==> src/rtl/assert_macros.svh <==
// assertion macros used by the sampler top level
`ifndef ASSERT_MACROS_SVH
`define ASSERT_MACROS_SVH

// concurrent check on an explicit clock and active-low reset
`define CWS_ASSERT_CLK(label, clk, rst_n, prop) \
    label: assert property (@(posedge clk) disable iff (!rst_n) prop) \
        else $error("cws assertion failed");

// concurrent check on the block clock and reset
`define CWS_ASSERT(label, prop) `CWS_ASSERT_CLK(label, i_clk, i_rst_n, prop)

`endif

==> src/rtl/cws_pkg.sv <==
// shared constants, types and helpers of the categorical weighted sampler
package cws_pkg;

    localparam int MAX_CATEGORIES = 16;
    localparam int WEIGHT_BITS    = 16;

    localparam int IDX_W     = $clog2(MAX_CATEGORIES);
    localparam int CNT_W     = $clog2(MAX_CATEGORIES + 1);
    localparam int TOT_W     = WEIGHT_BITS + IDX_W;
    localparam int FRAC_W    = 16;
    localparam int THR_W     = TOT_W + FRAC_W;
    localparam int QUO_W     = FRAC_W + 1;
    localparam int DIV_CNT_W = $clog2(QUO_W);

    typedef enum logic [1:0] {
        CMD_WRITE  = 2'd0,
        CMD_SAMPLE = 2'd1,
        CMD_EVAL   = 2'd2
    } t_cmd;

    typedef enum logic [2:0] {
        S_IDLE,
        S_SUM,
        S_LATCH,
        S_WALK,
        S_PICK,
        S_DIV,
        S_DONE
    } t_state;

    typedef struct packed {
        logic [1:0]  cmd;
        logic [3:0]  entry_index;
        logic [15:0] weight;
        logic [15:0] uniform_sample;
    } t_in_item;

    typedef struct packed {
        logic [3:0]  chosen_index;
        logic [15:0] probability;
        logic        index_error;
    } t_out_item;

    // record that travels down the cell row
    typedef struct packed {
        logic [TOT_W-1:0]       acc;
        logic                   found;
        logic [IDX_W-1:0]       pick;
        logic [WEIGHT_BITS-1:0] pw;
    } t_wave;

    // controls broadcast to every cell
    typedef struct packed {
        logic                   walk;
        logic [CNT_W-1:0]       count;
        logic [IDX_W-1:0]       target;
        logic [THR_W-1:0]       thr;
        logic                   wr_en;
        logic [IDX_W-1:0]       wr_idx;
        logic [WEIGHT_BITS-1:0] wr_data;
    } t_ctl;

    // register value to number of active entries
    function automatic logic [CNT_W-1:0] active_count(input logic [4:0] c);
        int v;
        v = int'(c);
        if (v == 0) v = 1;
        if (v > MAX_CATEGORIES) v = MAX_CATEGORIES;
        return CNT_W'(v);
    endfunction

endpackage

==> src/rtl/categorical_weighted_sampler_top.sv <==
// top level of the categorical weighted sampler: sequencer, divider, output register
//
//  channel | direction | signals                          | moves
//  --------+-----------+----------------------------------+---------------------------
//  in      | input     | i_in_valid o_in_ready i_in       | command transaction
//  out     | output    | o_out_valid i_out_ready o_out    | result transaction
//  cfg     | input     | i_cfg_valid o_cfg_ready i_cfg_data | category_count write
//
//  write and unused commands finish in the idle state; an out-of-range evaluate goes straight to done
//  evaluate: total pass through the cell row, latch, divider, done
//  sample: total pass, latch with the u * total multiply, cumulative walk, pick,
//  divider, done; each pass spans the full row of MAX_CATEGORIES cells and the
//  divider loop makes one quotient bit per cycle
//  reset puts every weight to one and category_count to 16, no clearing pass
//  a new command is taken while a result waits in the output register; a second
//  result holds in the done state until the output register frees up
`include "assert_macros.svh"

module categorical_weighted_sampler_top (
    input  logic               i_clk,
    input  logic               i_rst_n,
    input  logic               i_in_valid,
    output logic               o_in_ready,
    input  cws_pkg::t_in_item  i_in,
    output logic               o_out_valid,
    input  logic               i_out_ready,
    output cws_pkg::t_out_item o_out,
    input  logic               i_cfg_valid,
    output logic               o_cfg_ready,
    input  logic [4:0]         i_cfg_data
);

    // sequencer state
    cws_pkg::t_state                   r_state, n_state;
    logic [cws_pkg::IDX_W-1:0]         r_cnt, n_cnt;
    logic [cws_pkg::DIV_CNT_W-1:0]     r_div_cnt, n_div_cnt;
    logic                              r_is_sample, n_is_sample;
    logic                              r_err, n_err;

    // captured operands and working values
    logic [3:0]                        r_target, n_target;
    logic [15:0]                       r_u, n_u;
    logic [cws_pkg::TOT_W-1:0]         r_total, n_total;
    logic [cws_pkg::THR_W-1:0]         r_thr, n_thr;
    logic [cws_pkg::WEIGHT_BITS-1:0]   r_pw, n_pw;
    logic [cws_pkg::IDX_W-1:0]         r_pick, n_pick;
    logic [cws_pkg::TOT_W-1:0]         r_rem, n_rem;
    logic [cws_pkg::QUO_W-1:0]         r_quo, n_quo;

    // result register and configuration
    cws_pkg::t_out_item                r_out, n_out;
    logic                              r_out_valid, n_out_valid;
    logic [4:0]                        r_cat_count;

    // cell row
    cws_pkg::t_ctl                     w_ctl;
    cws_pkg::t_wave                    w_head;
    cws_pkg::t_wave                    w_tail;
    logic [cws_pkg::CNT_W-1:0]         w_count;
    logic                              w_in_acc;
    logic [cws_pkg::WEIGHT_BITS-1:0]   w_wr_weight;

    // divider step
    logic [cws_pkg::TOT_W:0]           w_rem2;
    logic                              w_qbit;
    logic [15:0]                       w_prob;

    assign o_in_ready  = (r_state == cws_pkg::S_IDLE);
    assign o_cfg_ready = 1'b1;
    assign o_out_valid = r_out_valid;
    assign o_out       = r_out;

    assign w_in_acc    = i_in_valid && o_in_ready;
    assign w_count     = cws_pkg::active_count(r_cat_count);
    assign w_wr_weight = cws_pkg::WEIGHT_BITS'(i_in.weight);

    // broadcast controls, writes land on the cells straight from the input
    always_comb begin
        w_ctl.walk    = (r_state == cws_pkg::S_WALK);
        w_ctl.count   = w_count;
        w_ctl.target  = cws_pkg::IDX_W'(r_target);
        w_ctl.thr     = r_thr;
        w_ctl.wr_en   = w_in_acc && (i_in.cmd == cws_pkg::CMD_WRITE)
                        && (32'(i_in.entry_index) < 32'(cws_pkg::MAX_CATEGORIES));
        w_ctl.wr_idx  = cws_pkg::IDX_W'(i_in.entry_index);
        w_ctl.wr_data = (w_wr_weight == '0) ? cws_pkg::WEIGHT_BITS'(1) : w_wr_weight;
    end

    // empty record enters the head of the row every cycle
    assign w_head = '0;

    cws_chain u_chain (
        .i_clk  (i_clk),
        .i_rst_n(i_rst_n),
        .i_ctl  (w_ctl),
        .i_head (w_head),
        .o_tail (w_tail)
    );

    // restoring divide: the first step shifts in the low weight bit, then zeros
    assign w_rem2 = {r_rem, (r_div_cnt == '0) ? r_pw[0] : 1'b0};
    assign w_qbit = (w_rem2 >= {1'b0, r_total});

    // quotient can reach one exactly, clamp to the top code
    assign w_prob = r_quo[cws_pkg::QUO_W-1] ? 16'hFFFF : r_quo[15:0];

    always_ff @(posedge i_clk) begin
        if (!i_rst_n) begin
            r_state     <= cws_pkg::S_IDLE;
            r_cnt       <= '0;
            r_div_cnt   <= '0;
            r_is_sample <= 1'b0;
            r_err       <= 1'b0;
            r_out_valid <= 1'b0;
            r_cat_count <= 5'd16;
        end else begin
            r_state     <= n_state;
            r_cnt       <= n_cnt;
            r_div_cnt   <= n_div_cnt;
            r_is_sample <= n_is_sample;
            r_err       <= n_err;
            r_out_valid <= n_out_valid;
            if (i_cfg_valid && o_cfg_ready) begin
                r_cat_count <= i_cfg_data;
            end
        end
    end

    always_ff @(posedge i_clk) begin
        r_target <= n_target;
        r_u      <= n_u;
        r_total  <= n_total;
        r_thr    <= n_thr;
        r_pw     <= n_pw;
        r_pick   <= n_pick;
        r_rem    <= n_rem;
        r_quo    <= n_quo;
        r_out    <= n_out;
    end

    always_comb begin
        n_state     = r_state;
        n_cnt       = r_cnt;
        n_div_cnt   = r_div_cnt;
        n_is_sample = r_is_sample;
        n_err       = r_err;
        n_target    = r_target;
        n_u         = r_u;
        n_total     = r_total;
        n_thr       = r_thr;
        n_pw        = r_pw;
        n_pick      = r_pick;
        n_rem       = r_rem;
        n_quo       = r_quo;
        n_out       = r_out;
        n_out_valid = r_out_valid && !i_out_ready;

        case (r_state)
            cws_pkg::S_IDLE: begin
                if (w_in_acc) begin
                    n_target = i_in.entry_index;
                    n_u      = i_in.uniform_sample;
                    n_cnt    = '0;
                    n_err    = 1'b0;
                    if (i_in.cmd == cws_pkg::CMD_SAMPLE) begin
                        n_is_sample = 1'b1;
                        n_state     = cws_pkg::S_SUM;
                    end else if (i_in.cmd == cws_pkg::CMD_EVAL) begin
                        n_is_sample = 1'b0;
                        if (32'(i_in.entry_index) >= 32'(w_count)) begin
                            // index past the active entries: error, zero probability
                            n_err   = 1'b1;
                            n_quo   = '0;
                            n_state = cws_pkg::S_DONE;
                        end else begin
                            n_state = cws_pkg::S_SUM;
                        end
                    end
                end
            end
            cws_pkg::S_SUM: begin
                n_cnt = r_cnt + 1'b1;
                if (r_cnt == cws_pkg::IDX_W'(cws_pkg::MAX_CATEGORIES - 1)) begin
                    n_state = cws_pkg::S_LATCH;
                end
            end
            cws_pkg::S_LATCH: begin
                // total is at the tail, form u * total for the walk
                n_total   = w_tail.acc;
                n_thr     = cws_pkg::THR_W'(r_u) * cws_pkg::THR_W'(w_tail.acc);
                n_pw      = w_tail.pw;
                n_rem     = cws_pkg::TOT_W'(w_tail.pw >> 1);
                n_quo     = '0;
                n_div_cnt = '0;
                n_cnt     = '0;
                n_state   = r_is_sample ? cws_pkg::S_WALK : cws_pkg::S_DIV;
            end
            cws_pkg::S_WALK: begin
                n_cnt = r_cnt + 1'b1;
                if (r_cnt == cws_pkg::IDX_W'(cws_pkg::MAX_CATEGORIES - 1)) begin
                    n_state = cws_pkg::S_PICK;
                end
            end
            cws_pkg::S_PICK: begin
                n_pick    = w_tail.pick;
                n_pw      = w_tail.pw;
                n_rem     = cws_pkg::TOT_W'(w_tail.pw >> 1);
                n_quo     = '0;
                n_div_cnt = '0;
                n_state   = cws_pkg::S_DIV;
            end
            cws_pkg::S_DIV: begin
                n_rem     = w_qbit ? cws_pkg::TOT_W'(w_rem2 - {1'b0, r_total})
                                   : cws_pkg::TOT_W'(w_rem2);
                n_quo     = {r_quo[cws_pkg::QUO_W-2:0], w_qbit};
                n_div_cnt = r_div_cnt + 1'b1;
                if (r_div_cnt == cws_pkg::DIV_CNT_W'(cws_pkg::QUO_W - 1)) begin
                    n_state = cws_pkg::S_DONE;
                end
            end
            cws_pkg::S_DONE: begin
                if (!r_out_valid || i_out_ready) begin
                    n_out.chosen_index = r_is_sample ? 4'(r_pick) : r_target;
                    n_out.probability  = r_err ? 16'd0 : w_prob;
                    n_out.index_error  = r_err;
                    n_out_valid        = 1'b1;
                    n_state            = cws_pkg::S_IDLE;
                end
            end
            default: begin
                n_state = cws_pkg::S_IDLE;
            end
        endcase
    end

    // an error result never carries a probability
    `CWS_ASSERT(a_err_zero_prob, (o_out_valid && o_out.index_error) |-> (o_out.probability == 16'd0))
    // a good result names an active entry
    `CWS_ASSERT(a_index_active, (o_out_valid && !o_out.index_error) |-> (32'(o_out.chosen_index) < 32'(w_count)))
    // divide runs with a nonzero total no smaller than the picked weight
    `CWS_ASSERT(a_div_operands, (r_state == cws_pkg::S_DIV) |-> ((r_total != '0) && (cws_pkg::TOT_W'(r_pw) <= r_total)))
    // an accepted sample starts the total pass
    `CWS_ASSERT(a_sample_start, (w_in_acc && (i_in.cmd == cws_pkg::CMD_SAMPLE)) |=> (r_state == cws_pkg::S_SUM))

endmodule

==> src/rtl/cws_cell.sv <==
// one weight cell: holds a weight and updates the passing record
module cws_cell (
    input  logic                      i_clk,
    input  logic                      i_rst_n,
    input  logic [cws_pkg::IDX_W-1:0] i_pos,
    input  cws_pkg::t_ctl             i_ctl,
    input  cws_pkg::t_wave            i_wave,
    output cws_pkg::t_wave            o_wave
);

    logic [cws_pkg::WEIGHT_BITS-1:0] r_weight;
    cws_pkg::t_wave                  r_wave;
    cws_pkg::t_wave                  n_wave;
    logic                            w_active;
    logic [cws_pkg::TOT_W-1:0]       w_sum;

    always_ff @(posedge i_clk) begin
        if (!i_rst_n) begin
            r_weight <= cws_pkg::WEIGHT_BITS'(1);
        end else if (i_ctl.wr_en && (i_ctl.wr_idx == i_pos)) begin
            r_weight <= i_ctl.wr_data;
        end
    end

    assign w_active = (cws_pkg::CNT_W'(i_pos) < i_ctl.count);
    assign w_sum    = i_wave.acc + cws_pkg::TOT_W'(r_weight);

    always_comb begin
        n_wave = i_wave;
        if (!i_ctl.walk) begin
            // total pass, also grabs the evaluated entry
            if (w_active) n_wave.acc = w_sum;
            if (i_pos == i_ctl.target) n_wave.pw = r_weight;
        end else if (w_active && !i_wave.found) begin
            // cumulative walk, last active entry stays picked if nothing hits
            n_wave.acc  = w_sum;
            n_wave.pick = i_pos;
            n_wave.pw   = r_weight;
            if ({w_sum, {cws_pkg::FRAC_W{1'b0}}} >= i_ctl.thr) n_wave.found = 1'b1;
        end
    end

    always_ff @(posedge i_clk) begin
        r_wave <= n_wave;
    end

    assign o_wave = r_wave;

endmodule

==> src/rtl/cws_chain.sv <==
// row of weight cells, the record moves one cell per cycle
module cws_chain (
    input  logic           i_clk,
    input  logic           i_rst_n,
    input  cws_pkg::t_ctl  i_ctl,
    input  cws_pkg::t_wave i_head,
    output cws_pkg::t_wave o_tail
);

    cws_pkg::t_wave w_link [cws_pkg::MAX_CATEGORIES+1];

    assign w_link[0] = i_head;

    for (genvar g = 0; g < cws_pkg::MAX_CATEGORIES; g++) begin : g_cell
        cws_cell u_cell (
            .i_clk  (i_clk),
            .i_rst_n(i_rst_n),
            .i_pos  (cws_pkg::IDX_W'(g)),
            .i_ctl  (i_ctl),
            .i_wave (w_link[g]),
            .o_wave (w_link[g+1])
        );
    end

    assign o_tail = w_link[cws_pkg::MAX_CATEGORIES];

endmodule

==> config.mk <==
export PLATFORM = sky130hd
export DESIGN_NAME = categorical_weighted_sampler_top
export DESIGN_NICKNAME = d
export VERILOG_FILES = /design/src/rtl/cws_pkg.sv /design/src/rtl/categorical_weighted_sampler_top.sv /design/src/rtl/cws_cell.sv /design/src/rtl/cws_chain.sv
export VERILOG_INCLUDE_DIRS = /design/src /design/src/rtl
export SDC_FILE = /design/constraint.sdc
export NUM_CORES = 2
export LEC_CHECK = 0
export CORE_MARGIN = 10
export CORE_UTILIZATION = 37
export CTS_CLUSTER_SIZE = 20
export DETAILED_ROUTE_END_ITERATION = 10
export DONT_BUFFER_PORTS = 1
export PLACE_DENSITY_LB_ADDON = 0.08
export SYNTH_ARGS = -nofsm -noshare
export SYNTH_HDL_FRONTEND = slang
export SYNTH_SLANG_ARGS = --single-unit
==> constraint.sdc <==
create_clock -name i_clk -period 8.5 [get_ports i_clk]
set_input_delay 1.7 -clock i_clk [delete_from_list [all_inputs] [get_ports i_clk]]
set_output_delay 1.7 -clock i_clk [all_outputs]
set_load 0.005 [all_outputs]
==> impl_results.html <==
<table>
<tr><th>Metric</th><th>Value</th></tr>
<tr><th colspan="2">Status</th></tr>
<tr><td>Status</td><td>finished clean</td></tr>
<tr><th colspan="2">Synth</th></tr>
<tr><td>Yosys cell types</td><td>95</td></tr>
<tr><td>Xor/xnor share of the synthesized area</td><td>4.56%</td></tr>
<tr><td>Dominant combinational cell family by area after synthesis</td><td>adder cells</td></tr>
<tr><td>Register bit count reported by yosys</td><td>1045</td></tr>
<tr><td>Total nets after synthesis</td><td>7578</td></tr>
<tr><td>Fraction of the mapped netlist area in adder cells</td><td>21.4%</td></tr>
<tr><td>Number of flops mapped to enable cells by yosys</td><td>139</td></tr>
<tr><td>Proportion of netlist area held by the largest area contributor</td><td>28.4%</td></tr>
<tr><td>Post-synth ARST share</td><td>0%</td></tr>
<tr><td>Syn. warnings</td><td>0</td></tr>
<tr><td>Mapped Area</td><td>64000 sq um</td></tr>
<tr><td>Mux cell area share after synthesis</td><td>7.86%</td></tr>
<tr><td>Synth Area per Inst</td><td>9.70 sq um</td></tr>
<tr><td>Count of mapped cells out of synthesis</td><td>6596</td></tr>
<tr><td>Share of the synthesized area in compound gates (AO/OA/AOI/OAI)</td><td>13.1%</td></tr>
<tr><td>Synthesized-area fraction occupied by and/or/nand/nor cells</td><td>14.1%</td></tr>
<tr><td>Leading register cell type out of synthesis</td><td>dfxtp_1</td></tr>
<tr><td>Cell taking the most area after synthesis</td><td>dfxtp_1</td></tr>
<tr><td>Leading post-synthesis cells by cell area</td><td>dfxtp_1 28%, ha_1 13%, fa_1 8.3%</td></tr>
<tr><td>Seq/Total Area, Yosys</td><td>34.9%</td></tr>
<tr><th colspan="2">CTS</th></tr>
<tr><td>Root buffer selected by CTS</td><td>clkbuf_16</td></tr>
<tr><td>Post_cts resized</td><td>0</td></tr>
<tr><td>TritonCTS clock tree</td><td>built</td></tr>
<tr><td>Clock slew seen by the registers of the worst setup and hold paths</td><td>60 ps</td></tr>
<tr><td>Total number of H-tree levels</td><td>3</td></tr>
<tr><td>Post-CTS Hold Fix Bufs</td><td>0</td></tr>
<tr><td>Worst-skew pair later-pin latency</td><td>750 ps</td></tr>
<tr><td>Post-CTS Setup Bufs</td><td>0</td></tr>
<tr><td>Number of sinks on the clock net</td><td>1045</td></tr>
<tr><td>Number of buffers created by CTS</td><td>119</td></tr>
<tr><td>Buffer levels on the longest clock path</td><td>3</td></tr>
<tr><th colspan="2">Worst setup path</th></tr>
<tr><td>Library cell appearing most often on the critical path</td><td>fa_1</td></tr>
<tr><td>Crit start category</td><td>flip-flop</td></tr>
<tr><td>Arrival time at the worst endpoint</td><td>7690 ps</td></tr>
<tr><td>Critical path class</td><td>reg2reg</td></tr>
<tr><td>Cell with the largest stage delay on the worst path</td><td>edfxtp_1</td></tr>
<tr><td>Count of cell instances traversed by the critical path</td><td>21</td></tr>
<tr><td>Kind of end point of the critical path</td><td>flip-flop</td></tr>
<tr><td>End of the worst register-to-register path</td><td>r_thr[35]$_DFFE_PN_</td></tr>
<tr><td>Crit path buf inv count</td><td>4</td></tr>
<tr><td>Worst reg2reg setup slack</td><td>1300 ps</td></tr>
<tr><td>Reg2reg start</td><td>r_u[6]$_DFFE_PP_</td></tr>
<tr><td>Reg2Reg Depth</td><td>21</td></tr>
<tr><td>Crit-path leading delay family</td><td>adder cells</td></tr>
<tr><td>Longest individual stage delay on the worst path</td><td>760 ps</td></tr>
<tr><td>Critical Path, Cell by Cell</td><td>and2_1, fa_1, inv_1, fa_1, fa_1, inv_1, fa_1, fa_1, inv_1, fa_1, inv_1, ha_1, a211oi_1, o21ai_0, a41oi_1, a31oi_1, o2111ai_1, a21boi_0, o21a_1, o22ai_1, xnor2_1</td></tr>
<tr><td>Endpoint required time on the critical path</td><td>8990 ps</td></tr>
<tr><td>Critical-path maximum fanout</td><td>20</td></tr>
<tr><th colspan="2">Worst hold path</th></tr>
<tr><td>Hold path start</td><td>u_chain.g_cell[0].u_cell.r_weight[1]$_SDFFE_PN0P_</td></tr>
<tr><td>Worst hold endpoint</td><td>u_chain.g_cell[0].u_cell.o_wave[22]$_DFF_P_</td></tr>
<tr><td>Path type of the worst min-delay path</td><td>reg2reg</td></tr>
<tr><td>Hold path depth</td><td>0</td></tr>
<tr><th colspan="2">Timing</th></tr>
<tr><td>Remaining max-slew budget at the tightest pin</td><td>16.5%</td></tr>
<tr><td>Final Cycle Share</td><td>84.7%</td></tr>
<tr><td>Clock skew</td><td>23.4 ps</td></tr>
<tr><td># setup viols final</td><td>0</td></tr>
<tr><td>Hold Fails Final Rpt</td><td>0</td></tr>
<tr><td>RSZ-0062 raised after global routing</td><td>false</td></tr>
<tr><td>Fmax</td><td>0.139 GHz</td></tr>
<tr><td>Setup tns final</td><td>0 ps</td></tr>
<tr><td>Final critical delay including setup and external delays</td><td>7200 ps</td></tr>
<tr><td>Minimum setup slack in the final design</td><td>1300 ps</td></tr>
<tr><td>Final-report max-slew violation count</td><td>0</td></tr>
<tr><td>Actual transition at the worst max-transition pin</td><td>1250 ps</td></tr>
<tr><th colspan="2">Job</th></tr>
<tr><td>Number of max-cap violations</td><td>0</td></tr>
<tr><th colspan="2">Place</th></tr>
<tr><td>I/O Buffers</td><td>0</td></tr>
<tr><td>HPWL after detailed placement</td><td>149000 um</td></tr>
<tr><td>Global placement routability congestion</td><td>0.843</td></tr>
<tr><td>Number of placed cells counting well taps</td><td>8710</td></tr>
<tr><td>Post-Place Worst Slack</td><td>1380 ps</td></tr>
<tr><th colspan="2">Routing</th></tr>
<tr><td>Total vias in the final route</td><td>46300</td></tr>
<tr><td>Routed wire length</td><td>206000 um</td></tr>
<tr><td>Number of DRC violations after detailed-routing iteration 0</td><td>2911</td></tr>
<tr><td>Remaining design rule violation count</td><td>0</td></tr>
<tr><td>Vias per cell</td><td>5.18</td></tr>
<tr><td>Number of optimization iterations in the first detailed-route pass</td><td>5</td></tr>
<tr><td>Wire length per cell after detailed routing</td><td>23.1 um</td></tr>
<tr><td>Residual antenna-violating net count after detailed routing</td><td>0</td></tr>
<tr><th colspan="2">Cells and area</th></tr>
<tr><td>Number of nets in the layout</td><td>7503</td></tr>
<tr><td>Total of fill cells in the finished design</td><td>16800</td></tr>
<tr><td>Layout overhead on the synthesized area</td><td>10.2%</td></tr>
<tr><td>Layout cell share with drive strength beyond 1</td><td>12.6%</td></tr>
<tr><td>Count of placed standard cells in the final layout, fillers left out</td><td>8939</td></tr>
<tr><th colspan="2">Die</th></tr>
<tr><td>CORE AREA</td><td>172000 sq um</td></tr>
<tr><td>Starting density of the core</td><td>37.3%</td></tr>
<tr><td>Die outline area</td><td>190000 sq um</td></tr>
<tr><td>Die outline height</td><td>436 um</td></tr>
<tr><td>Horiz. Die Dim</td><td>436 um</td></tr>
<tr><td>Rows</td><td>152</td></tr>
<tr><td>Total I/O pin count</td><td>72</td></tr>
<tr><th colspan="2">Power and ir drop</th></tr>
<tr><td>Internal Power</td><td>12.0 mW</td></tr>
<tr><td>Worst ir drop on vdd</td><td>0.339 mV</td></tr>
<tr><td>PwrDens</td><td>273 nW/um^2</td></tr>
<tr><td>Reported leakage power</td><td>32.2 nW</td></tr>
<tr><td>Part of the power in registers</td><td>31.2%</td></tr>
<tr><td>Comb pwr share</td><td>40.2%</td></tr>
<tr><td>Overall power consumption</td><td>19.2 mW</td></tr>
<tr><td>Switching power summed over all nets</td><td>7.26 mW</td></tr>
<tr><td>Fraction of power spent switching nets</td><td>37.8%</td></tr>
<tr><td>Portion of total power attributed to the clock network</td><td>28.6%</td></tr>
<tr><th colspan="2">GRT</th></tr>
<tr><td>Number of global-route vias before repair</td><td>46500</td></tr>
<tr><td>Wire length of the first global-routing pass</td><td>308000 um</td></tr>
<tr><td>Global Route met1 Usage</td><td>30.2%</td></tr>
<tr><td>Met2 usage in global routing</td><td>34.3%</td></tr>
<tr><td>Grt met3 use</td><td>2.75%</td></tr>
<tr><td>Most Used Layer, Global Route</td><td>met2</td></tr>
<tr><td>Total global-route track usage</td><td>21.2%</td></tr>
<tr><td>GRT Residual Overflow</td><td>0</td></tr>
<tr><td>Maximum number of pins on one net before global-route repair</td><td>277</td></tr>
<tr><td>Initial antenna violation count</td><td>16</td></tr>
</table>
layout make-up:
type	count	area [sq um]	area share, %
clock buffer	167	3470	4.92
antenna	5	12.5	0.0177
tap	2310	2890	4.10
inverter	392	1470	2.09
clock inverter	57	728	1.03
multi-input combinational	4897	39100	55.5
timing repair buffer	66	495	0.703
sequential	1045	22300	31.6
per-layer routing:
metal | vias to the layer above | share of wire (%)
li1 | 22600 | -
met1 | 22600 | 49
met2 | 866 | 45
met3 | 244 | 4.1
met4 | 4 | 2.1
met5 | - | 0.013
stage by stage:
stage | hold slack (ps) | util, % | area [sq um]
after detailed placement | 391 | 38.6 | 66300
final | 400 | 41.1 | 70500
after floorplan | 386 | - | 64000
after CTS | 403 | 41.0 | 70500
after global routing | 406 | 41.0 | 70500
after global placement | 388 | 38.6 | 66300
worst reg2reg max path, stage by stage, from the launching register on:
cell       delay (ps)
edfxtp_1          760
and2_1            320
fa_1              530
inv_1              50
fa_1              490
fa_1              520
inv_1              50
fa_1              470
fa_1              550
inv_1              60
fa_1              660
inv_1              70
ha_1              380
a211oi_1          360
o21ai_0           240
a41oi_1           310
a31oi_1           210
o2111ai_1         310
a21boi_0          130
o21a_1            190
o22ai_1           180
xnor2_1            90
worst max-delay path by stage:
stage	startpoint	slack, ps	end
finish	r_u[6]$_DFFE_PP_	1300	r_thr[35]$_DFFE_PN_
global route	r_u[9]$_DFFE_PP_	810	r_thr[35]$_DFFE_PN_
CTS	r_u[6]$_DFFE_PP_	1340	r_thr[35]$_DFFE_PN_
detailed placement	r_u[6]$_DFFE_PP_	1380	r_thr[35]$_DFFE_PN_
global placement	r_u[6]$_DFFE_PP_	1380	r_thr[35]$_DFFE_PN_
floorplan	u_chain.g_cell[15].u_cell.o_wave[28]$_DFF_P_	2400	r_thr[28]$_DFFE_PN_
cells in the mapped netlist, types with 9 or more instances:
library cell,number
a31oi_1,33
xnor2_1,225
o21a_1,39
and3_1,53
or3_1,27
nand2_1,985
nand2b_1,43
or2_2,44
a211oi_1,19
o21bai_1,34
fa_1,266
dfxtp_1,906
nand3_1,78
nor2_1,231
xor2_1,108
buf_1,9
nor3b_1,14
mux2i_1,18
buf_2,49
a21boi_0,253
edfxtp_1,139
and2_1,164
nor4_1,12
a21oi_2,21
nor2b_1,101
o211ai_1,28
and4_1,22
ha_1,668
mux2_2,429
o31ai_1,15
a31o_2,11
a21oi_1,293
nand4_1,53
nor3_1,83
buf_4,11
a2111oi_0,9
o21ai_0,178
clkbuf_1,188
o21ai_1,12
a21o_1,198
inv_1,392
flip-flops by register name, indices dropped and copies added (netlist names), 16 cells and up:
signal                          count
r_thr                              36
u_chain.g_cell.u_cell.o_wave      630
r_rem                              20
u_chain.g_cell.u_cell.r_weight    256
r_quo                              17
r_u                                16
o_out                              21
r_total                            20
cell families (layout without fill, tap and decap cells):
kind of cell,Yosys count,in the layout
and+or+nand+nor,1938,1938
AOI/OAI and AO/OA,1243,1243
DFF,1045,1045
adders and majority gates,934,934
buffers and inverters,654,682
muxes,448,448
xor gates and xnor gates,333,333
other,1,6
power by group through the flow:
stage | Sequential, mW | Clock (mW) | Combinational [mW]
3_5_place_dp | 6.11 | 0 | 7.65
5_1_grt | 6.05 | 5.82 | 8.76
3_3_place_gp | 6.10 | 0 | 7.75
4_1_cts | 6.00 | 5.63 | 7.80
2_1_floorplan | 5.84 | 0 | 5.53
6_report | 6.00 | 5.50 | 7.72
placed cells by master (no fill, tap or decap), types with 32 or more instances in the layout:
master,synthesis,final
xnor2_1,225,225
nor2b_1,101,100
o21a_1,39,39
or2_2,44,44
edfxtp_1,139,139
nor3_1,83,83
nand4_1,53,53
nand2b_1,43,43
a31oi_1,33,32
nand2_1,985,985
xor2_1,108,108
fa_1,266,266
inv_1,392,390
dfxtp_1,906,906
mux2_2,429,429
nand3_1,78,78
o21bai_1,34,34
a21oi_1,293,288
clkbuf_16,0,121
buf_4,11,66
a21boi_0,253,253
and2_1,164,163
and3_1,53,53
nor2_1,231,227
ha_1,668,668
o21ai_0,178,178
a21o_1,198,198
(Power assumes the default switching activity.)
